**src/rtl/sld_pkg.sv**
```systemverilog
// Shared types, codes and the text byte handling function of the deframer.
package sld_pkg;

    // Receive modes.
    localparam logic [2:0] M_IDLE    = 3'd0;
    localparam logic [2:0] M_SYNC    = 3'd1;
    localparam logic [2:0] M_LEN_HI  = 3'd2;
    localparam logic [2:0] M_LEN_LO  = 3'd3;
    localparam logic [2:0] M_PAYLOAD = 3'd4;
    localparam logic [2:0] M_TEXT    = 3'd5;

    // Result kinds.
    localparam logic [2:0] K_TEXT     = 3'd0;
    localparam logic [2:0] K_PAYLOAD  = 3'd1;
    localparam logic [2:0] K_LINE_END = 3'd2;
    localparam logic [2:0] K_LINE_OVF = 3'd3;
    localparam logic [2:0] K_ACCEPT   = 3'd4;
    localparam logic [2:0] K_REJECT   = 3'd5;
    localparam logic [2:0] K_LEN_ZERO = 3'd6;
    localparam logic [2:0] K_LEN_BIG  = 3'd7;

    // Configuration register indexes.
    localparam logic [1:0] REG_MAX_PAYLOAD = 2'd0;
    localparam logic [1:0] REG_MAX_TEXT    = 2'd1;
    localparam logic [1:0] REG_MAGIC       = 2'd2;

    // Byte constants.
    localparam logic [7:0] SYNC_FIRST  = 8'hAA;
    localparam logic [7:0] SYNC_SECOND = 8'h55;
    localparam logic [7:0] CH_LF       = 8'h0A;
    localparam logic [7:0] CH_CR       = 8'h0D;

    // Reset values of the configuration registers.
    localparam logic [15:0] MAX_PAYLOAD_RESET = 16'd1024;
    localparam logic [11:0] MAX_TEXT_RESET    = 12'd512;
    localparam logic [31:0] MAGIC_RESET       = 32'h56494F43;

    typedef struct packed {
        logic [2:0] kind;
        logic [7:0] data_byte;
        logic       last_of_step;
    } result_t;

    // Results of one input item: up to two, in order.
    typedef struct packed {
        logic [1:0] count;
        result_t    first;
        result_t    second;
    } push_t;

    typedef struct packed {
        logic       emit;
        result_t    res;
        logic [11:0] line_count;
        logic [2:0]  mode;
    } text_out_t;

    function automatic text_out_t text_step(input logic [7:0] b,
                                            input logic [11:0] lc,
                                            input logic [11:0] max_len);
        text_out_t r;
        r.emit = 1'b0;
        r.res.kind = K_TEXT;
        r.res.data_byte = 8'd0;
        r.res.last_of_step = 1'b0;
        r.line_count = lc;
        r.mode = M_TEXT;
        if (b == CH_LF) begin
            r.emit = (lc != 12'd0);
            r.res.kind = K_LINE_END;
            r.line_count = 12'd0;
            r.mode = M_IDLE;
        end else if (b == CH_CR) begin
            r.mode = M_TEXT;
        end else if (({1'b0, lc} + 13'd1) > {1'b0, max_len}) begin
            r.emit = 1'b1;
            r.res.kind = K_LINE_OVF;
            r.line_count = 12'd0;
            r.mode = M_IDLE;
        end else begin
            r.emit = 1'b1;
            r.res.kind = K_TEXT;
            r.res.data_byte = b;
            r.line_count = lc + 12'd1;
            r.mode = M_TEXT;
        end
        return r;
    endfunction

endpackage

```
**src/rtl/sld_step.sv**
```systemverilog
// Receive state, configuration registers and the per-byte decode logic.
module sld_step (
    input  logic           clk,
    input  logic           rst_n,
    input  logic           cfg_we,
    input  logic [1:0]     cfg_index,
    input  logic [31:0]    cfg_data,
    input  logic           take,
    input  logic [7:0]     rx_byte,
    output sld_pkg::push_t push
);

    logic [15:0] max_payload_reg;
    logic [11:0] max_text_reg;
    logic [31:0] magic_reg;

    logic [2:0]  mode_reg, mode_next;
    logic [15:0] len_reg, len_next;
    logic [15:0] cnt_reg, cnt_next;
    logic [11:0] line_reg, line_next;
    logic        match_reg, match_next;

    sld_pkg::text_out_t t_first;
    sld_pkg::text_out_t t_second;
    sld_pkg::result_t   r0;
    sld_pkg::result_t   r1;
    logic [1:0]  n;
    logic [15:0] len_full;
    logic [15:0] cnt_inc;
    logic [7:0]  magic_byte;

    always_ff @(posedge clk or negedge rst_n) begin
        if (!rst_n) begin
            max_payload_reg <= sld_pkg::MAX_PAYLOAD_RESET;
            max_text_reg    <= sld_pkg::MAX_TEXT_RESET;
            magic_reg       <= sld_pkg::MAGIC_RESET;
        end else if (cfg_we) begin
            case (cfg_index)
                sld_pkg::REG_MAX_PAYLOAD: max_payload_reg <= cfg_data[15:0];
                sld_pkg::REG_MAX_TEXT:    max_text_reg    <= cfg_data[11:0];
                sld_pkg::REG_MAGIC:       magic_reg       <= cfg_data;
                default: ;
            endcase
        end
    end

    always_comb begin
        t_first  = sld_pkg::text_step(sld_pkg::SYNC_FIRST, line_reg, max_text_reg);
        t_second = sld_pkg::text_step(rx_byte,
                                      (mode_reg == sld_pkg::M_SYNC) ? t_first.line_count
                                                                    : line_reg,
                                      max_text_reg);
        len_full = {len_reg[15:8], rx_byte};
        cnt_inc  = cnt_reg + 16'd1;
        case (cnt_reg[1:0])
            2'd0:    magic_byte = magic_reg[31:24];
            2'd1:    magic_byte = magic_reg[23:16];
            2'd2:    magic_byte = magic_reg[15:8];
            default: magic_byte = magic_reg[7:0];
        endcase

        mode_next  = mode_reg;
        len_next   = len_reg;
        cnt_next   = cnt_reg;
        line_next  = line_reg;
        match_next = match_reg;
        n  = 2'd0;
        r0 = '0;
        r1 = '0;

        case (mode_reg)
            sld_pkg::M_SYNC: begin
                if (rx_byte == sld_pkg::SYNC_SECOND) begin
                    len_next  = 16'd0;
                    cnt_next  = 16'd0;
                    mode_next = sld_pkg::M_LEN_HI;
                end else begin
                    // The held AA always yields a result; the current byte only
                    // follows it if the line survived.
                    r0 = t_first.res;
                    n  = 2'd1;
                    if (t_first.mode == sld_pkg::M_TEXT) begin
                        line_next = t_second.line_count;
                        mode_next = t_second.mode;
                        if (t_second.emit) begin
                            r1 = t_second.res;
                            n  = 2'd2;
                        end
                    end else begin
                        line_next = t_first.line_count;
                        mode_next = t_first.mode;
                    end
                end
            end
            sld_pkg::M_LEN_HI: begin
                len_next  = {rx_byte, 8'd0};
                mode_next = sld_pkg::M_LEN_LO;
            end
            sld_pkg::M_LEN_LO: begin
                len_next = len_full;
                if (len_full == 16'd0) begin
                    r0.kind   = sld_pkg::K_LEN_ZERO;
                    n         = 2'd1;
                    mode_next = sld_pkg::M_IDLE;
                end else if (len_full > max_payload_reg) begin
                    r0.kind   = sld_pkg::K_LEN_BIG;
                    n         = 2'd1;
                    len_next  = 16'd0;
                    mode_next = sld_pkg::M_IDLE;
                end else begin
                    cnt_next   = 16'd0;
                    match_next = 1'b1;
                    mode_next  = sld_pkg::M_PAYLOAD;
                end
            end
            sld_pkg::M_PAYLOAD: begin
                r0.kind      = sld_pkg::K_PAYLOAD;
                r0.data_byte = rx_byte;
                n            = 2'd1;
                if (cnt_reg[15:2] == 14'd0 && magic_byte != rx_byte) begin
                    match_next = 1'b0;
                end
                cnt_next = cnt_inc;
                if (cnt_inc >= len_reg) begin
                    r1.kind   = (len_reg >= 16'd4 && match_next) ? sld_pkg::K_ACCEPT
                                                                : sld_pkg::K_REJECT;
                    n         = 2'd2;
                    len_next  = 16'd0;
                    cnt_next  = 16'd0;
                    mode_next = sld_pkg::M_IDLE;
                end
            end
            sld_pkg::M_TEXT: begin
                line_next = t_second.line_count;
                mode_next = t_second.mode;
                if (t_second.emit) begin
                    r0 = t_second.res;
                    n  = 2'd1;
                end
            end
            default: begin
                if (rx_byte == sld_pkg::SYNC_FIRST) begin
                    len_next  = 16'd0;
                    cnt_next  = 16'd0;
                    mode_next = sld_pkg::M_SYNC;
                end else begin
                    line_next = t_second.line_count;
                    mode_next = t_second.mode;
                    if (t_second.emit) begin
                        r0 = t_second.res;
                        n  = 2'd1;
                    end
                end
            end
        endcase

        if (n == 2'd1) begin
            r0.last_of_step = 1'b1;
        end
        if (n == 2'd2) begin
            r1.last_of_step = 1'b1;
        end
        push.count  = take ? n : 2'd0;
        push.first  = r0;
        push.second = r1;
    end

    always_ff @(posedge clk or negedge rst_n) begin
        if (!rst_n) begin
            mode_reg  <= sld_pkg::M_IDLE;
            len_reg   <= 16'd0;
            cnt_reg   <= 16'd0;
            line_reg  <= 12'd0;
            match_reg <= 1'b1;
        end else if (take) begin
            mode_reg  <= mode_next;
            len_reg   <= len_next;
            cnt_reg   <= cnt_next;
            line_reg  <= line_next;
            match_reg <= match_next;
        end
    end

endmodule

```
**src/rtl/sld_queue.sv**
```systemverilog
// Four-entry result queue that takes up to two results and gives one per cycle while out_ready is high.
module sld_queue (
    input  logic           clk,
    input  logic           rst_n,
    input  sld_pkg::push_t push,
    output logic           room,
    output logic           out_valid,
    input  logic           out_ready,
    output sld_pkg::result_t head
);

    sld_pkg::result_t entry_reg [4];
    logic [1:0] wr_reg;
    logic [1:0] rd_reg;
    logic [2:0] fill_reg;
    logic       pop;

    assign out_valid = (fill_reg != 3'd0);
    assign pop       = out_valid && out_ready;
    assign head      = entry_reg[rd_reg];
    // Room for the worst case of two results from one item.
    assign room      = (fill_reg <= 3'd2);

    always_ff @(posedge clk) begin
        if (push.count != 2'd0) begin
            entry_reg[wr_reg] <= push.first;
        end
        if (push.count == 2'd2) begin
            entry_reg[wr_reg + 2'd1] <= push.second;
        end
    end

    always_ff @(posedge clk or negedge rst_n) begin
        if (!rst_n) begin
            wr_reg   <= 2'd0;
            rd_reg   <= 2'd0;
            fill_reg <= 3'd0;
        end else begin
            wr_reg   <= wr_reg + push.count;
            rd_reg   <= rd_reg + {1'b0, pop};
            fill_reg <= fill_reg + {1'b0, push.count} - {2'b00, pop};
        end
    end

endmodule

```
**src/rtl/sync_length_frame_text_line_deframer_top.sv**
```systemverilog
// Top level of the serial byte deframer for binary frames and text lines.
//
// One received byte is taken per cycle whenever the four-entry result queue
// has room for two results; each byte is decoded in the cycle it is accepted
// and yields zero, one or two results, which leave one per cycle from the
// queue head while out_ready is high. A byte that gives one result or none
// sustains one item per cycle; a byte that gives two (a payload byte closing a
// frame, or a broken sync pair) puts a second result into the queue, which the
// queue absorbs while the output side keeps taking results. Configuration
// writes take effect on the next byte.
module sync_length_frame_text_line_deframer_top (
    input  logic        clk,
    input  logic        rst_n,
    input  logic        in_valid,
    output logic        in_ready,
    input  logic [7:0]  rx_byte,
    output logic        out_valid,
    input  logic        out_ready,
    output logic [2:0]  kind,
    output logic [7:0]  data_byte,
    output logic        last_of_step,
    input  logic        cfg_we,
    input  logic [1:0]  cfg_index,
    input  logic [31:0] cfg_data
);

    sld_pkg::push_t   push;
    sld_pkg::result_t head;
    logic             take;

    assign take = in_valid && in_ready;

    sld_step u_step (
        .clk       (clk),
        .rst_n     (rst_n),
        .cfg_we    (cfg_we),
        .cfg_index (cfg_index),
        .cfg_data  (cfg_data),
        .take      (take),
        .rx_byte   (rx_byte),
        .push      (push)
    );

    sld_queue u_queue (
        .clk       (clk),
        .rst_n     (rst_n),
        .push      (push),
        .room      (in_ready),
        .out_valid (out_valid),
        .out_ready (out_ready),
        .head      (head)
    );

    assign kind         = head.kind;
    assign data_byte    = head.data_byte;
    assign last_of_step = head.last_of_step;

endmodule

```
**config.mk**
```make
export PLATFORM = sky130hd
export DESIGN_NAME = sync_length_frame_text_line_deframer_top
export DESIGN_NICKNAME = d
export VERILOG_FILES = /design/src/rtl/sld_pkg.sv /design/src/rtl/sld_step.sv /design/src/rtl/sld_queue.sv /design/src/rtl/sync_length_frame_text_line_deframer_top.sv
export SDC_FILE = /design/constraint.sdc
export NUM_CORES = 1
export LEC_CHECK = 0
export BUFFER_PORTS_ARGS = -buffer_cell sky130_fd_sc_hd__buf_2
export CAP_MARGIN = 10
export CELL_PAD_IN_SITES_DETAIL_PLACEMENT = 0
export CELL_PAD_IN_SITES_GLOBAL_PLACEMENT = 2
export CORE_MARGIN = 2
export CORE_UTILIZATION = 44
export CTS_CLUSTER_DIAMETER = 60
export DETAILED_ROUTE_END_ITERATION = 7
export GPL_ROUTABILITY_DRIVEN = 0
export PLACE_DENSITY_LB_ADDON = 0.1
export SETUP_SLACK_MARGIN = 0.5
export SLEW_MARGIN = 20
export SYNTH_ARGS = -nofsm -noshare
export SYNTH_HDL_FRONTEND = slang
export SYNTH_SLANG_ARGS = --single-unit
```
**constraint.sdc**
```tcl
create_clock -name clk -period 10 [get_ports clk]
set_input_delay 2 -clock clk [delete_from_list [all_inputs] [get_ports clk]]
set_output_delay 2 -clock clk [all_outputs]
set_load 0.03 [all_outputs]
```
# Word level (Yosys, flattened, before mapping)

Memory sizes are Yosys's and may differ from the RTL's.
Index checks and enable logic that the tools add are counted.

Logic and storage cells: 153
Bits of input ports: 47
Memories kept: 1
RAM bits: 48
Output and inout bits: 14
Bits in registers: 115

Multiplexer cells: 70
Bitwise logic cells: 3
Equal/unequal tests: 25
$add $sub $neg: 10
Reductions and logical operators: 26
$lt $le $gt $ge: 6

Memory list:

| name              | depth | width | rd ports | clocked after Yosys merged registers in | write ports | line            | source |
|---|---|---|---|---|---|---|---|
| u_queue.entry_reg | 4     | 12    | 1        | 0                                       | 2           | sld_queue.sv:12 | `sld_pkg::result_t entry_reg [4];` |

Operator list:

| cell                  | number |
|---|---|
| $mux 16               | 8 |
| $mux 12               | 10 |
| $pmux 16 s5           | 1 |
| $pmux 16 s4           | 1 |
| $mux 15               | 3 |
| $pmux 12 s3           | 1 |
| $pmux 8 s4            | 1 |
| $mux 3                | 10 |
| $pmux 3 s5            | 2 |
| $add 12x1->13 const B | 2 |
| $gt 13x12->1          | 2 |
| $add 12x1->12 const B | 2 |
| $mux 8                | 3 |
| $pmux 8 s3            | 1 |
| $add 16x1->16 const B | 1 |
| $eq 8x4->1 const B    | 2 |
| $ge 16x16->1          | 1 |
| $ge 16x3->1 const B   | 1 |
| $gt 16x16->1          | 1 |
| $logic_not 16->1      | 1 |
| $mux 2                | 8 |
| $logic_not 14->1      | 1 |
| $mux 1                | 14 |
| $reduce_bool 12->1    | 1 |
| other kinds (38)      | 62 |

# Longest topological paths before layout

Gate-level depths: netlist of the first run.

Word-level depth: 17
Depth in mapped cells: 31
Mapped depth without buffers: 28

# Modules after synthesis

From an unflattened synthesis of the first run, not the netlist that was laid out.

Cells, all modules: 1,058
Area total of the unflattened synthesis: 10,951.8 um^2

By module, submodules not included:

| module                                   | sequential area each (um^2) | area each (um^2) | instances | cells an instance |
|---|---|---|---|---|
| sld_step                                 | 2,725.1                     | 8,175.3          | 1         | 901 |
| sld_queue                                | 1,616.6                     | 2,770.2          | 1         | 156 |
| sync_length_frame_text_line_deframer_top | 0.0                         | 6.3              | 1         | 1 |

# Worst setup path after synthesis of the first run

Ideal clock, no wire load.

Path type: reg2reg
From: register u_step.line_reg[0]
To: memory u_queue.entry_reg[1][1] (netlist bit), data pin
Setup time: 255 ps
Stages on the path, launching flop included: 31
Slack: 3,912 ps
Data arrival time: 5,833 ps
Required time: 9,745 ps
Buffers on the path: 2
Cells stage by stage: dfrtp_1 > ha_1 > nand4_2 > or2_2 > clkbuf_1 > xnor2_1 > ha_1 > a21oi_1 > nor2_1 > nor3_1 > a211oi_2 > buf_2 > nor2_1 > a22oi_1 > inv_1 > ha_1 > nand2_1 > a211oi_2 > nand2_1 > nor3_1 > xor2_1 > ha_1 > nand3_1 > nor2_1 > nand3_1 > or3_1 > nor3_1 > nand3b_1 > a41o_1 > mux2_4 > and2_1

RTL lines:

| element                | line            | source |
|---|---|---|
| start, declared        | sld_step.sv:20  | `logic [11:0] line_reg, line_next;` |
| start signal, assigned | sld_step.sv:179 | `line_reg <= line_next;` |
| end, declared          | sld_queue.sv:12 |  |

==> results.sh, run 1 <==
export IMPL_status="finished, final reports clean"
export IMPL_routed_wl_um=30200
export IMPL_pwr_share_clk=0.219
export IMPL_crit_top_cell="ha_1"
export IMPL_async_reset_ff_frac=0.706
export IMPL_rsz0062_at_grt="false"
export IMPL_yosysSeqAreaShare=0.397
export IMPL_syn_inst=1113
export IMPL_arrival_ns=7.75
export IMPL_largest_reg_flops=48
export IMPL_peakVddDrop_mv=0.154
export IMPL_antenna_cells=0
export IMPL_drt_iter0_drc=529
export IMPL_postCtsHoldBufs=0
export IMPL_synthesis_area_sq_mm=0.0109
export IMPL_multi_input_area_sq_mm=0.00606
export IMPL_finalClockSkew_ns=0.0169
export IMPL_rows=57
export IMPL_antenna_found_initial=0
export IMPL_p_sw_frac=0.424
export IMPL_worst_slew_pin_slew_ns=0.928
export IMPL_fin_crit_sh=0.749
export IMPL_max_freq_mhz=134
export IMPL_clock_path_buffers=2
export IMPL_place_inst=1447
export IMPL_vias=8657
export IMPL_p_total_mw=3.05
export IMPL_switching_power_mw=1.29
export IMPL_layoutNonFillerInstCount=1479
export IMPL_die_area_sq_mm=0.0262
export IMPL_syn_nets=1230
export IMPL_max_cap_violations=0
export IMPL_ant_nets=0
export IMPL_areaGrowthSynthToFinish_pct=10.5
export IMPL_finalHoldViolCount=0
export IMPL_cts_resized=0
export IMPL_setup_tns_ns=0
export IMPL_combPwrFrac=0.443
export IMPL_port_buffers=60
export IMPL_cts_num_sinks=163
export IMPL_final_nets=1259
export IMPL_cp_max_fo=18
export IMPL_grtUsageTotal=0.243
export IMPL_fin_crit_ns=7.49
export IMPL_internal_power_mw=1.76
export IMPL_first_global_vias=8727
export IMPL_ff_latch_area_sq_mm=0.00434
export IMPL_ios=61
export IMPL_leakage_nw=5.00
export IMPL_die_h_um=162
export IMPL_synth_cell_types=94
export IMPL_hold_path_class="flip-flop to flip-flop"
export IMPL_viasPerCell=5.85
export IMPL_fp_dieW_um=162
export IMPL_drt_pass1_iter_count=4
export IMPL_slowest_delay_ns=0.71
export IMPL_avgRoutedWirePerCell_um=20.4
export IMPL_critPathCaptureType="flip-flop"
export IMPL_drv_slew=0
export IMPL_cts_setup_buffers=0
export IMPL_core_area_sq_mm=0.0244
export IMPL_yosysWarnings=0
export IMPL_drive_gt1_frac=0.191
export IMPL_synth_seq_cells=163
export IMPL_initial_utilization=0.449
export IMPL_setup_viol=0
export IMPL_seqPwrFrac=0.338
export IMPL_pre_cts_slack_ns=2.52
export IMPL_htreeDepth=4
export IMPL_cts_tree="built"
export IMPL_clk_pin_slew_ns=0.08
export IMPL_worst_slack_ns=2.51
export IMPL_synth_edf_count=48
export IMPL_cts_buffers=17
export IMPL_grt_max_degree=71
export IMPL_clkLatencyLatePin_ns=0.44
export IMPL_syn_avg_cell_area_sq_um=9.84
export IMPL_relSlewSlack=0.381
export IMPL_ys_flop_type="dfrtp_1"
export IMPL_crit_slowest_cell="dfrtp_1"
export IMPL_crit_path_start_kind="flip-flop"
export IMPL_grt_overflow_total=0
export IMPL_pwr_density_cell_mw_per_mm2=252
export IMPL_hpwl_um=22100
export IMPL_nFillCells=2344
export IMPL_cp_data_required_time_ns=10.26
export IMPL_drc=0
export IMPL_clockRootBuffer="clkbuf_16"
export IMPL_grt_first_pass_wirelength_um=49600
export IMPL_path_class="flip-flop to flip-flop"
-- stage by stage --
stage | util | area, sq um | hold WS [ns]
4_1_cts | 0.496 | 12100 | 0.485
3_5_place_dp | 0.471 | 11500 | 0.476
3_3_place_gp | 0.471 | 11500 | 0.475
2_1_floorplan | - | 10900 | 0.460
6_report | 0.496 | 12100 | 0.487
5_1_grt | 0.496 | 12100 | 0.506
-- worst max-delay path, delay by kind of cell (launching register included) --
family                     cells  cell delay, ns
AOI/OAI and AO/OA              7            1.58
adders and majority gates      4            1.33
buffers and inverters          2            0.31
and+or+nand+nor               14            3.07
xor gates and xnor gates       2            0.29
DFF                            1            0.71
-- path summary, 6_finish.rpt --
path,startpoint,to,slack [ns],depth (start not counted)
max in group asynchronous,rst_n,u_step.mode_reg[2],7.08,2
setup / recovery,u_step.line_reg[0],u_queue.entry_reg[1][4],2.51,29
min in group asynchronous,rst_n,u_step.line_reg[2],1.69,1
setup reg to reg,u_step.line_reg[0],u_queue.entry_reg[1][4],2.51,29
hold reg to reg,u_step.match_reg,u_step.match_reg,0.49,2
hold / removal,u_step.match_reg,u_step.match_reg,0.49,2
-- cells in the final DEF, fill, tap and decap left out, drive strengths merged, types with 40 or more instances in the layout --
cell      n
dfrtp    97
nand3    50
o21ai    82
mux2     48
ha       69
buf      74
edfxtp   48
inv      84
a21oi    40
nand2   101
nor2     53
-- final cells by class --
| cell class | instances | area share |
|---|---|---|
| inverters | 75 | 0.0233 |
| well taps | 324 | 0.0335 |
| clock inverters | 14 | 0.0124 |
| multi-input cells | 811 | 0.501 |
| repair buffers | 74 | 0.0337 |
| clock buffers | 18 | 0.0372 |
| flip-flops and latches | 163 | 0.359 |
-- routing by layer --
metal	track usage	vias up	routed length, um
met3	0.0312	17	1100
met2	0.408	184	14700
li1	-	4169	-
met1	0.342	4287	14200
met5	0	-	0
met4	0.0451	0	222
-- cell families after synthesis --
family,count (synthesis),share of synthesized area
flops,163,0.397
compound gates,245,0.158
xor+xnor,54,0.0432
buf+inv,139,0.0515
mux,79,0.0925
fa+ha+maj,70,0.0807
simple gates,363,0.178
-- power groups by stage --
stage	combinational [mW]	clock, mW	sequential [mW]
final	1.35	0.669	1.03
after global routing	1.51	0.713	1.06
after CTS	1.37	0.686	1.03
after detailed placement	1.36	0	1.05
after global placement	1.35	0	1.04
after floorplan	1.04	0	0.954
-- synthesized netlist by cell type (6+ instances only) --
master | number | area, sq um
nor3_1 | 18 | 90.1
edfxtp_1 | 48 | 1440
mux4_2 | 12 | 270
ha_1 | 69 | 863
o21ai_0 | 77 | 385
a211oi_1 | 8 | 60.1
nand3_1 | 49 | 245
buf_1 | 9 | 33.8
o211ai_1 | 8 | 60.1
nor2_1 | 51 | 191
xor2_1 | 17 | 149
xnor2_1 | 37 | 324
and2_1 | 19 | 119
a22o_1 | 10 | 87.6
or3_1 | 13 | 81.3
dfrtp_1 | 97 | 2430
nor2b_1 | 8 | 50.1
nand2_1 | 101 | 379
a21oi_1 | 39 | 195
mux2i_1 | 19 | 190
a222oi_1 | 8 | 80.1
inv_1 | 74 | 278
a22oi_1 | 9 | 67.6
clkbuf_1 | 36 | 135
and3_1 | 15 | 93.8
a221o_1 | 6 | 60.1
mux2_2 | 45 | 507
nand4_1 | 19 | 119
o31ai_1 | 10 | 75.1
buf_2 | 14 | 70.1
dfstp_2 | 18 | 473
a31oi_1 | 11 | 68.8
nand2b_1 | 9 | 56.3
a21o_1 | 10 | 75.1
nor4_1 | 16 | 100
No activity file was read; power rests on OpenSTA's default activity.
==> inputs of run 2 (changes only) <==
ABC_AREA = 1   (was default)
CORE_UTILIZATION = 37   (was 44)
clock period = 7.3 ns   (was 10 ns; I/O delays follow)
==> run 2 against run 1 <==
Net effect: synthesized area shrank 0.24%; sequential cell count stayed put; clock skew shrank 0.0034 ns; critical path type unchanged.
==> results.sh, run 2 <==
export IMPL_peakVddDrop_mv=0.183
export IMPL_htreeDepth=4
export IMPL_max_cap_violations=0
export IMPL_synthXorXnorAreaFrac=0.0305
export IMPL_first_global_vias=9232
export IMPL_muxShareOfSynthArea=0.0165
export IMPL_viasPerCell=4.97
export IMPL_whs_ns=0.486
export IMPL_antenna_found_initial=0
export IMPL_drt_pass1_iter_count=5
export IMPL_drt_iter0_drc=595
export IMPL_yosysSeqAreaShare=0.398
export IMPL_synth_area_leaders="dfrtp_1 22%, edfxtp_1 13%, nand2_1 13%"
export IMPL_cts_num_sinks=163
export IMPL_seqPwrFrac=0.299
export IMPL_ios=61
export IMPL_relSlewSlack=0.340
export IMPL_avgRoutedWirePerCell_um=17.0
export IMPL_path_class="flip-flop to flip-flop"
export IMPL_fin_crit_ns=5.98
export IMPL_synth_most_common_cell="nand2_1"
export IMPL_worst_slew_pin_slew_ns=0.987
export IMPL_grt_first_pass_wirelength_um=50900
export IMPL_slowest_delay_ns=0.57
export IMPL_arrival_ns=6.04
export IMPL_drc=0
export IMPL_synth_edf_count=48
export IMPL_areaGrowthSynthToFinish_pct=10.8
export IMPL_hpwl_um=23500
export IMPL_status="finished, final reports clean"
export IMPL_internal_power_mw=2.52
export IMPL_synthTopCellsByCount="380 x nand2_1, 170 x inv_1, 116 x o21ai_0"
export IMPL_rsz0062_at_grt="false"
export IMPL_cts_resized=0
export IMPL_synth_top_cell_area_share=0.222
export IMPL_layout_commonest_cell="nand2_1"
export IMPL_synthAdderAreaFrac=0.0809
export IMPL_finalClockSkew_ns=0.0135
export IMPL_grt_max_degree=67
export IMPL_drv_slew=0
export IMPL_crit_slowest_cell="nand2_1"
export IMPL_synth_seq_cells=163
export IMPL_clk_pin_slew_ns=0.07
export IMPL_cts_tree="built"
export IMPL_top_layer="met4"
export IMPL_pwr_density_cell_mw_per_mm2=395
export IMPL_setup_tns_ns=0
export IMPL_cp_data_required_time_ns=7.36
export IMPL_postCtsHoldBufs=0
export IMPL_clock_path_buffers=2
export IMPL_ys_flop_type="dfrtp_1"
export IMPL_final_cell_mix="380 x nand2_1, 170 x inv_1, 116 x o21ai_0, 97 x dfrtp_1, 73 x nor2_1"
export IMPL_yosysWarnings=0
export IMPL_path_buf_inv=4
export IMPL_synth_compound_gate_area_share=0.120
export IMPL_wl_met1_um=15100
export IMPL_synth_top_family_by_area="simple AND/OR/NAND/NOR gates"
export IMPL_cts_buffers=17
export IMPL_routed_wl_um=31000
export IMPL_wl_met3_um=894
export IMPL_synth_largest_area_cell="dfrtp_1"
export IMPL_vias=9052
export IMPL_fp_dieW_um=176
export IMPL_clockRootBuffer="clkbuf_16"
export IMPL_fin_crit_sh=0.819
export IMPL_setup_viol=0
export IMPL_pwr_share_clk=0.178
export IMPL_crit_family="simple AND/OR/NAND/NOR gates"
export IMPL_initial_utilization=0.378
export IMPL_p_sw_frac=0.474
export IMPL_combPwrFrac=0.523
export IMPL_die_h_um=176
export IMPL_rows=62
export IMPL_antenna_cells=0
export IMPL_core_area_sq_mm=0.0289
export IMPL_async_reset_ff_frac=0.706
export IMPL_leakage_nw=5.81
export IMPL_drive_gt1_frac=0.156
export IMPL_grt_overflow_total=0
export IMPL_syn_avg_cell_area_sq_um=7.91
export IMPL_die_area_sq_mm=0.0309
export IMPL_syn_nets=1498
export IMPL_cp_max_fo=12
export IMPL_crit_top_cell="nand2_1"
export IMPL_crit_path_start_kind="flip-flop"
export IMPL_path_cells="ha_1 > inv_1 > nor3_1 > nand3_1 > nor3_1 > nand3_1 > nor2_1 > nand2_1 > nor3_1 > xor2_1 > inv_1 > ha_1 > nand2_1 > inv_1 > nand3_1 > nor3_1 > nand2_1 > nand3_1 > nand2_1 > nand2_2 > nand3_4 > nor2_2 > inv_2 > nand2_1"
export IMPL_dr_wl_met2_um=14800
export IMPL_finalHoldViolCount=0
export IMPL_yosys_area_share_simple=0.268
export IMPL_largest_reg_flops=48
export IMPL_critPathCaptureType="flip-flop"
export IMPL_syn_inst=1381
export IMPL_grtUsageTotal=0.212
export IMPL_switching_power_mw=2.27
export IMPL_max_freq_mhz=167
export IMPL_final_nets=1542
export IMPL_port_buffers=60
export IMPL_clkLatencyLatePin_ns=0.44
export IMPL_hold_path_class="flip-flop to flip-flop"
export IMPL_synth_cell_types=59
export IMPL_ant_nets=0
export IMPL_cts_setup_buffers=0
export IMPL_synthesis_area_sq_mm=0.0109
run 2: cell count changes after synthesis, moves of 23 or more:
cell and delta:
inv_1 +96, inv_2 +23, mux2_2 -29, nand2_1 +279, o21ai_0 +39, o22ai_1 +30
xnor2_1 -34
run 2: power groups by stage:
stage | clock network, mW | registers, mW | logic (mW)
6_report | 0.851 | 1.43 | 2.50
4_1_cts | 0.875 | 1.43 | 2.53
3_3_place_gp | 0 | 1.44 | 2.52
5_1_grt | 0.903 | 1.46 | 2.88
3_5_place_dp | 0 | 1.45 | 2.52
2_1_floorplan | 0 | 1.39 | 1.86
run 2: through the flow:
step,instances,setup slack (ns),area [sq um],power (mW),utilization
global placement,1790,1.30,11500,3.96,0.400
detailed placement,1790,1.27,11500,3.97,0.400
global route,1822,0.503,12100,5.25,0.419
floorplan,1381,2.50,10900,3.25,-
finish,1822,1.32,12100,4.78,0.419
CTS,1822,1.22,12100,4.84,0.419
run 2: logic make-up after synthesis:
group,Yosys count
and+or+nand+nor,624
buffers and inverters,238
AOI/OAI and AO/OA,232
DFF,163
adders and majority gates,70
xor gates and xnor gates,38
muxes,16
run 2: area by class of cell:
class | instances | area [sq um]
tap | 384 | 480
fill | 3083 | 16800
inverter | 196 | 736
clock inverter | 14 | 105
clock buffer | 18 | 439
timing repair buffer | 67 | 355
sequential | 163 | 4340
multi-input combinational | 980 | 5640
run 2: layer usage:
| metal | GRT usage | vias to the layer above |
|---|---|---|
| met5 | 0 | - |
| met1 | 0.290 | 4254 |
| met3 | 0.0279 | 18 |
| met2 | 0.360 | 142 |
| li1 | - | 4638 |
| met4 | 0.0458 | 0 |
run 2: path summary, 6_finish.rpt:
path,startpoint,to,slack [ns],depth (start not counted)
setup / recovery,u_step.cnt_reg[0],u_queue.entry_reg[3][7],1.32,24
hold / removal,u_step.max_text_reg[1],u_step.max_text_reg[1],0.49,2
setup reg to reg,u_step.cnt_reg[0],u_queue.entry_reg[3][7],1.32,24
hold reg to reg,u_step.max_text_reg[1],u_step.max_text_reg[1],0.49,2
max in group asynchronous,rst_n,u_queue.rd_reg[1],4.90,2
min in group asynchronous,rst_n,u_step.magic_reg[17],1.05,1
run 2: worst min-delay path, delay by kind of cell (launching register included):
kind / cells / cell delay (ns)
DFF: 1 / 0.34
AOI/OAI and AO/OA: 1 / 0.06
and+or+nand+nor: 1 / 0.05
